**src/hdl/gsc_pkg.sv**
```systemverilog
// Shared types, constants and state encodings of the grid shading gain calibration unit.
package gsc_pkg;

  localparam int CFG_W      = 13;
  localparam int SAMPLE_W   = 8;
  localparam int SUM_W      = 40;
  localparam int NUM_CH     = 3;
  localparam int GAIN_W     = 16;
  // quotient bits below the Q8.8 point plus one guard bit for rounding
  localparam int FRAC_EXTRA = 9;
  // eight integer bits, the fraction bits and one overflow bit
  localparam int QUO_W      = 8 + FRAC_EXTRA + 1;

  localparam logic [CFG_W-1:0] FRAME_WIDTH_RST  = 13'd640;
  localparam logic [CFG_W-1:0] FRAME_HEIGHT_RST = 13'd480;
  localparam logic [CFG_W-1:0] CELL_WIDTH_RST   = 13'd80;
  localparam logic [CFG_W-1:0] CELL_HEIGHT_RST  = 13'd60;

  typedef enum logic [1:0] {
    REG_FRAME_WIDTH,
    REG_FRAME_HEIGHT,
    REG_CELL_WIDTH,
    REG_CELL_HEIGHT
  } cfg_reg_t;

  typedef struct packed {
    logic [SAMPLE_W-1:0] channel_zero;
    logic [SAMPLE_W-1:0] channel_one;
    logic [SAMPLE_W-1:0] channel_two;
  } pixel_t;

  typedef struct packed {
    logic [2:0]        cell_row;
    logic [2:0]        cell_col;
    logic [GAIN_W-1:0] gain_zero;
    logic [GAIN_W-1:0] gain_one;
    logic [GAIN_W-1:0] gain_two;
    logic              final_cell;
  } result_t;

  typedef logic [SUM_W-1:0] sum_t;
  typedef sum_t [NUM_CH-1:0] sum3_t;

  typedef enum logic [3:0] {
    ST_IDLE,
    ST_RECALC,
    ST_FLUSH,
    ST_GEOM,
    ST_READ,
    ST_LOAD,
    ST_SPAN,
    ST_GSTART,
    ST_GWAIT,
    ST_EMIT,
    ST_CLEAR
  } ctrl_state_t;

  typedef enum logic [2:0] {
    GS_IDLE,
    GS_MUL,
    GS_PREP,
    GS_DIV,
    GS_DONE
  } gain_state_t;

endpackage

```
**src/hdl/gsc_gain.sv**
```systemverilog
// Gain unit: shift-add products, then a bit-serial divide to a rounded, saturated Q8.8 gain.
module gsc_gain #(
  parameter int NW = 26
) (
  input  logic                       clk,
  input  logic                       rst,
  input  logic                       start,
  input  gsc_pkg::sum_t              frame_sum,
  input  gsc_pkg::sum_t              cell_sum,
  input  logic [NW-1:0]              cell_pix,
  input  logic [NW-1:0]              frame_pix,
  output logic                       done,
  output logic [gsc_pkg::GAIN_W-1:0] gain
);

  localparam int MW = gsc_pkg::SUM_W + NW;
  localparam int XW = MW + gsc_pkg::FRAC_EXTRA;
  localparam int CW = $clog2(XW + 1);
  localparam int QW = gsc_pkg::QUO_W;

  gsc_pkg::gain_state_t state, state_next;

  logic [CW-1:0] cnt;
  logic [MW-1:0] ma1, ma2, p1, p2;
  logic [NW-1:0] mb1, mb2;
  logic [MW-1:0] den, rem;
  logic [XW-1:0] dx;
  logic [QW-1:0] quo;
  logic          sat;

  logic          use_full;
  logic [MW:0]   trial;
  logic          ge;
  logic [QW-1:0] rnd;
  logic          ovf;

  // next state
  always_comb begin
    state_next = state;
    unique case (state)
      gsc_pkg::GS_IDLE: if (start) state_next = gsc_pkg::GS_MUL;
      gsc_pkg::GS_MUL:  if (cnt == CW'(NW - 1)) state_next = gsc_pkg::GS_PREP;
      gsc_pkg::GS_PREP: state_next = gsc_pkg::GS_DIV;
      gsc_pkg::GS_DIV:  if (cnt == CW'(XW - 1)) state_next = gsc_pkg::GS_DONE;
      gsc_pkg::GS_DONE: state_next = gsc_pkg::GS_IDLE;
      default:          state_next = gsc_pkg::GS_IDLE;
    endcase
  end

  // outputs
  always_comb begin
    unique case (state)
      gsc_pkg::GS_DONE: done = 1'b1;
      default:          done = 1'b0;
    endcase
  end

  always_ff @(posedge clk) begin
    if (rst) begin
      state <= gsc_pkg::GS_IDLE;
    end else begin
      state <= state_next;
    end
  end

  // a cell holding fewer counts than pixels uses the frame mean alone
  assign use_full = (cell_pix != '0) && (MW'(cell_sum) >= MW'(cell_pix));

  // one restoring divide step
  assign trial = {rem, dx[XW-1]};
  assign ge    = trial >= {1'b0, den};

  always_ff @(posedge clk) begin
    unique case (state)
      gsc_pkg::GS_IDLE: begin
        cnt <= '0;
        ma1 <= MW'(frame_sum);
        mb1 <= cell_pix;
        ma2 <= MW'(cell_sum);
        mb2 <= frame_pix;
        p1  <= '0;
        p2  <= '0;
      end
      gsc_pkg::GS_MUL: begin
        p1  <= p1 + (mb1[0] ? ma1 : '0);
        p2  <= p2 + (mb2[0] ? ma2 : '0);
        ma1 <= ma1 << 1;
        ma2 <= ma2 << 1;
        mb1 <= mb1 >> 1;
        mb2 <= mb2 >> 1;
        cnt <= cnt + 1'b1;
      end
      gsc_pkg::GS_PREP: begin
        dx  <= {(use_full ? p1 : MW'(frame_sum)), gsc_pkg::FRAC_EXTRA'(0)};
        den <= use_full ? p2 : MW'(frame_pix);
        rem <= '0;
        quo <= '0;
        sat <= 1'b0;
        cnt <= '0;
      end
      gsc_pkg::GS_DIV: begin
        rem <= ge ? MW'(trial - {1'b0, den}) : trial[MW-1:0];
        dx  <= dx << 1;
        sat <= sat | quo[QW-1];
        quo <= {quo[QW-2:0], ge};
        cnt <= cnt + 1'b1;
      end
      default: begin
      end
    endcase
  end

  // round half up from the guard bit, saturate past 8 integer bits
  assign ovf = sat | quo[QW-1];
  assign rnd = QW'(quo[QW-2:0]) + QW'(1);

  always_comb begin
    if (ovf || rnd[QW-1]) begin
      gain = '1;
    end else begin
      gain = rnd[gsc_pkg::GAIN_W:1];
    end
  end

endmodule

```
**config.mk**
```make
export PLATFORM = sky130hd
export DESIGN_NAME = gsc_gain
export DESIGN_NICKNAME = d
export VERILOG_FILES = /design/src/hdl/gsc_pkg.sv /design/src/hdl/gsc_gain.sv
export SDC_FILE = /design/constraint.sdc
export NUM_CORES = 1
export LEC_CHECK = 0
export ABC_AREA = 1
export BUFFER_PORTS_ARGS = -buffer_cell sky130_fd_sc_hd__buf_4
export CAP_MARGIN = 10
export CORE_ASPECT_RATIO = 1.1
export CORE_MARGIN = 1
export CORE_UTILIZATION = 51
export CTS_CLUSTER_DIAMETER = 60
export DETAILED_ROUTE_END_ITERATION = 7
export PLACE_DENSITY = 0.68
export SYNTH_ARGS = -nofsm -noshare
export SYNTH_HDL_FRONTEND = slang
export SYNTH_SLANG_ARGS = --single-unit
```
**constraint.sdc**
```tcl
create_clock -name clk -period 10.4 [get_ports clk]
set_clock_uncertainty 0.1 [all_clocks]
set_input_delay 3.12 -clock clk [delete_from_list [all_inputs] [get_ports clk]]
set_output_delay 3.12 -clock clk [all_outputs]
set_load 0.01 [all_outputs]
```
==> results.md, run 1 <==
- FF-to-FF Start: state[0]
- First-pass GRT wire length: 204 mm
- Final hold vios: 0
- Post-route clock period utilization: 0.585
- Number of port buffers: 151
- Worst reg2reg setup slack: 5.67 ns
- Fmax: 164 MHz
- Critical path fanouts, max: 82
- Period minus WS final: 6.08 ns
- Mapped cell area: 40500 um^2
- Register area share after synthesis: 0.402
- Gr ovfl total: 0
- TNS Setup: 0 ns
- Final Non-Filler Cells: 7094
- Max Cap Viol: 0
- FF-to-FF End: rem[18]
- Routed vias: 37500
- FP Rows: 108
- Ant diodes: 0
- Initial antenna violation count: 0
- DRT antenna net count: 0
- Max VDD drop: 237 uV
- Post-synth EDFFs: 540
- Vias per cell: 5.29
- Avg WL per Cell: 18.6 um
- Crit-path slowest cell: buf_4
- Inst Count DP: 6965
- Area Growth Syn to Fin: 10.8%
- Distinct cells, synth: 46
- Max Root-Sink Buffers: 3
- Setup violators final: 0
- CP bufs+invs: 4
- Yosys top cell area share: 0.400
- Hold Crit Class: flop to flop
- Max incr delay on CP: 0.55 ns
- Crit path DAT: 6.49 ns
- Status: finished clean
- Synth top area cells: edfxtp_1 (40%), nand2_1 (18%), inv_1 (10%)
- Slew of the pin with the lowest slew margin: 1.10 ns
- Share of layout cells above drive strength 1: 0.0512
- CTS resizes: 0
- RSZ-0062 raised after global routing: no
- Yosys reg bits: 543
- Total track usage: 0.325
- Avg Inst Size Synth: 6.90 um^2
- Fillers: 7766
- Hpwl dp: 103 mm
- Cell family with most CP delay: simple AND/OR/NAND/NOR gates
- Worst skew pair latency: 0.64 ns
- Fin. max-slew vios: 0
- Endpoint class of the critical path: flop
- Root Driver: clkbuf_16
- Post-CTS Hold Buffers: 0
- Initial core utilization: 0.514
- Power per cell area: 228 nW/um^2
- Final wirelength: 132 mm
- Post-CTS Repair Setup Buffers: 0
- Die H: 298 um
- First-pass iteration count of the detailed router: 6
- # DRC: 0
- Nets: 6357
- Mapped Nets: 6237
- Vias in the first global route: 35800
- Leakage: 22.1 nW
- Relative slew margins: 0.266
- Num CTS Buffers: 71
- DIE WIDTH: 271 um
- Yosys top cell by area: edfxtp_1
- Mapped Cells: 5873
- List of most frequent post-synthesis cells: nand2_1 (1897), inv_1 (1095), nor2_1 (753), edfxtp_1 (540), a21oi_1 (365)
- GPL Wtd Cong: 0.998
- YS warnings: 0
- R2R depth: 10
- Crit path required time: 10.81 ns
- CP startpoint: cell_pix[15]
- Worst Hold Depth: 2
- Most common cell in the synthesized netlist: nand2_1
- Top Ports: 152
- Ys async rst share: 0
- Initial DRC count: 3456
- CTS clk-pin slew, worst paths: 0.06 ns
- H-tree levels: 3
- Core Box Area: 78800 um^2
- Critical path capture point: dx[48]
- CP cell instances: buf_4 > inv_1 > ha_1 > nand2_1 > nor2_1 > nand4_1 > nor3_1 > nand3b_1 > nand4_1 > buf_4 > nand2_4 > buf_4 > nand2_1 > nand3_1 > nand2_1
- Worst setup path class: primary input to flop
- Instance count on the critical path: 15
- CTS Sinks: 543
- Die area: 80600 um^2
- Main synth FF type: edfxtp_1
- Largest net degree at the start of global routing: 147
- CTS tree: yes
- Critical Path Start Type: primary input
[layer usage]
metal,global-route usage,part of all wire
met5,0,0
met4,0.112,0.034
met3,0.0310,0.061
met2,0.520,0.45
met1,0.460,0.45
[worst min-delay path by stage]
stage,start,to,slack [ns]
finish,mb2[1],mb2[0],0.41
global route,mb2[11],mb2[10],0.43
CTS,mb2[1],mb2[0],0.42
detailed placement,mb2[1],mb2[0],0.40
global placement,mb2[25],mb2[24],0.39
floorplan,mb2[1],mb2[0],0.39
[power breakdown]
| group | leakage [nW] | switching [mW] | total (mW) | internal (mW) |
|---|---|---|---|---|
| Sequential | 5.50 | 0.381 | 3.62 | 3.24 |
| Clock | 1.10 | 1.03 | 2.44 | 1.41 |
| Combinational | 15.5 | 2.94 | 4.17 | 1.23 |
[cell usage in the layout, fill, tap and decap left out, types with 72 or more instances in the layout]
master,count
nor2_1,751
clkbuf_16,72
edfxtp_1,540
inv_1,1095
o21ai_0,298
a21oi_1,365
nand2_1,1893
nand3_1,214
ha_1,226
buf_4,171
[cell families (layout without fill, tap and decap cells)]
kind of cell	count (synthesis)	in the layout	synth area share
simple gates	3044	3044	0.300
buf+inv	1227	1403	0.116
compound gates	789	789	0.102
flops	543	543	0.402
fa+ha+maj	229	229	0.0713
xor+xnor	41	41	0.00886
[layout make-up]
type / instances / area [um^2] / area share
Inverter: 1102 / 4140 / 0.0923
Sequential cell: 543 / 16300 / 0.362
Timing Repair Buffer: 172 / 1300 / 0.0290
Multi-Input combinational cell: 4103 / 19600 / 0.436
Tap cell: 1045 / 1310 / 0.0291
Clock buffer: 91 / 1880 / 0.0419
Clock inverter: 38 / 414 / 0.00922
[flip-flops by register name, indices dropped and copies added (netlist names)]
| register | cells |
|---|---|
| dx | 66 |
| den | 66 |
| mb1 | 26 |
| rem | 66 |
| ma1 | 66 |
| mb2 | 26 |
| sat | 1 |
| ma2 | 66 |
| p1 | 66 |
| p2 | 66 |
| state | 3 |
| cnt | 7 |
| quo | 18 |
[tightest hold or removal path: stages (launching register included)]
cell	delay, ns
edfxtp_1	0.32
nand2_1	0.05
nand2_1	0.04
[metrics by stage]
stage | util | hold WS (ns) | total power [mW] | setup WS (ns) | area (um^2)
after CTS | 0.570 | 0.415 | 10.2 | 4.36 | 44900
after detailed placement | 0.541 | 0.401 | 7.74 | 3.69 | 42600
after floorplan | - | 0.387 | 6.49 | 1.64 | 40500
after global placement | 0.541 | 0.390 | 7.70 | 3.75 | 42600
after global routing | 0.570 | 0.435 | 10.9 | 4.03 | 44900
final | 0.570 | 0.412 | 10.2 | 4.32 | 44900
No activity file was read; power rests on OpenSTA's default activity.
==> run 2: changes to the inputs <==
--- a/config.mk
+++ b/config.mk
@@ -13,7 +13,7 @@
 export CORE_UTILIZATION = 51
 export CTS_CLUSTER_DIAMETER = 60
 export DETAILED_ROUTE_END_ITERATION = 7
-export PLACE_DENSITY = 0.68
+export PLACE_DENSITY = 0.7
 export SYNTH_ARGS = -nofsm -noshare
 export SYNTH_HDL_FRONTEND = slang
 export SYNTH_SLANG_ARGS = --single-unit
==> constraint.sdc (replaced) <==
create_clock -name clk -period 5.5 [get_ports clk]
set_clock_uncertainty 0.1 [all_clocks]
set_input_delay 1.65 -clock clk [delete_from_list [all_inputs] [get_ports clk]]
set_output_delay 1.65 -clock clk [all_outputs]
set_load 0.01 [all_outputs]
==> run 2 against run 1 <==
Global-route usage decreased by 0.15 points. Setup slack worse by 3.3 ns. Hold slack got worse by 0.014 ns. First-iteration DRC count up 3.8%. Sequential share of layout area fell by 0.15 points. Cell area is 0.41% higher. Sequential power grew 89%. Sequential cell count unchanged. Non-clock buffer count increased by 10. Via count up 0.28%. Critical path type is now flop to output port. Largest power group unchanged. Highest routed layer unchanged.
==> results.md, run 2 (synthesis gave the netlist of run 1 again) <==
- Max Cap Viol: 0 (unchanged)
- Most frequent cells in the layout: nand2_1 (1893), inv_1 (1095), nor2_1 (751)
- # DRC: 0 (unchanged)
- Leakage: 22.2 nW (+0.38%)
- Num CTS Buffers: 71 (unchanged)
- TNS Setup: 0 ns (unchanged)
- Max VDD drop: 297 uV (+25%)
- Leading cell type in the layout, fill and taps excluded: nand2_1
- Max incr delay on CP: 0.41 ns (-0.14 ns)
- Post-CTS Repair Setup Buffers: 0 (unchanged)
- Worst reg2reg setup slack: 1.48 ns (-4.19 ns)
- RSZ-0062 raised after global routing: no
- Initial core utilization: 0.514 (unchanged)
- Hpwl dp: 102 mm (-0.63%)
- DRT antenna net count: 0 (unchanged)
- FF-to-FF End: p1[62]
- Post-route clock period utilization: 0.814
- Crit path required time: 3.75 ns (-7.06 ns)
- First-pass iteration count of the detailed router: 7 (+1)
- Worst min-delay path startpoint: mb2[2]
- Number of port buffers: 151 (unchanged)
- Die H: 298 um (unchanged)
- Die area: 80600 um^2 (unchanged)
- Max Root-Sink Buffers: 3 (unchanged)
- Slew of the pin with the lowest slew margin: 1.14 ns (+0.0410 ns)
- Initial antenna violation count: 0 (unchanged)
- Vias per cell: 5.30 (+0.22%)
- Endpoint class of the critical path: output port
- Vias in the first global route: 35500 (-0.90%)
- Final wirelength: 131 mm (-0.41%)
- Final hold vios: 0 (unchanged)
- Fmax: 223 MHz
- Critical Path Start Type: flop
- Status: finished clean
- R2R depth: 16 (+6)
- Power per cell area: 431 nW/um^2 (+89%)
- FP Rows: 108 (unchanged)
- CTS tree: yes
- Post-CTS Hold Buffers: 0 (unchanged)
- Crit-path slowest cell: edfxtp_1
- Final cell utilization of the core: 0.572 (+0.00235)
- H-tree levels: 3 (unchanged)
- Nets: 6367 (+0.16%)
- CTS resizes: 0 (unchanged)
- Crit path DAT: 2.73 ns (-3.76 ns)
- CP cell instances: inv_1 > nor3_1 > nand2_1 > inv_1 > nand2_1 > nor4_1 > nor3_1 > buf_4 > o21ai_0 > buf_4
- Ant diodes: 0 (unchanged)
- CTS Sinks: 543 (unchanged)
- Top Ports: 152 (unchanged)
- Initial DRC count: 3587 (+3.8%)
- Root Driver: clkbuf_16
- Worst skew pair latency: 0.64 ns (about the same)
- Avg WL per Cell: 18.5 um (-0.46%)
- First-pass GRT wire length: 202 mm (-0.62%)
- Relative slew margins: 0.238 (-0.0274)
- Gr ovfl total: 0 (unchanged)
- Share of layout cells above drive strength 1: 0.0530 (+0.00178)
- Routed vias: 37700 (+0.28%)
- Fin. max-slew vios: 0 (unchanged)
- FF-to-FF Start: mb1[0]
- Worst hold endpoint: mb2[1]
- Largest net degree at the start of global routing: 144 (-2.0%)
- Setup violators final: 0 (unchanged)
- CTS clk-pin slew, worst paths: 0.06 ns (about the same)
- Worst setup path class: flop to output port
- Area Growth Syn to Fin: 11.3%
- Worst Hold Depth: 2 (unchanged)
- Total track usage: 0.324 (-0.00154)
- Critical path fanouts, max: 16 (-80%)
- DIE WIDTH: 271 um (unchanged)
- Core Box Area: 78800 um^2 (unchanged)
- GPL Wtd Cong: 1.02 (+2.6%)
- Period minus WS final: 4.48 ns
- Hold Crit Class: flop to flop
run 2: cell type report:
type | count | area (um^2)
sequential | 543 | 16300
inverter | 1102 | 4140
multi-input combinational | 4103 | 19600
timing repair buffer | 182 | 1440
fill | 7716 | 33700
clock inverter | 37 | 452
clock buffer | 86 | 1880
tap | 1045 | 1310
run 2: per-layer routing:
layer,share of wire,GRT usage,wire length [um],up-vias
met5,0,0,0,-
met4,0.033,0.110,4270,0
met3,0.078,0.0531,10200,190
met2,0.43,0.493,56500,1280
met1,0.46,0.466,60200,17300
li1,-,-,-,18900
run 2: stage by stage:
step | setup WS [ns] | hold WS [ns] | cells | instance area [um^2] | total power, mW
floorplan | 0.625 | 0.387 | 5873 | 40500 | 12.1
global placement | 1.02 | 0.390 | 6975 | 42800 | 14.5
detailed placement | 0.971 | 0.397 | 6975 | 42800 | 14.6
CTS | 0.988 | 0.399 | 7098 | 45100 | 19.4
global route | 0.756 | 0.428 | 7098 | 45100 | 20.7
finish | 1.02 | 0.397 | 7098 | 45100 | 19.4
run 2: how the worst max path moves through the flow:
stage                            start  endpoint  slack (ns)  cells after the start
after floorplan               state[0]    dx[10]        0.63                      5
after CTS                       quo[0]  gain[15]        0.99                     11
after global placement    cell_pix[15]   den[19]        1.02                     14
after detailed placement   cell_pix[3]    den[8]        0.97                     14
after global routing            quo[1]  gain[15]        0.76                     11
final                           quo[0]  gain[10]        1.02                     10
run 2: power by group:
part	internal (mW)	switching [mW]	total [mW]
logic	2.35	5.54	7.90
registers	6.12	0.709	6.83
clock network	2.75	1.94	4.69
total	11.2	8.20	19.4
run 2: critical path, delay by kind of cell, from the launching register on:
family	cells	cell delay [ns]
buffers and inverters	4	0.58
AO/OA/AOI/OAI	1	0.12
AND/OR/NAND/NOR	5	1.00
flip-flops	1	0.41
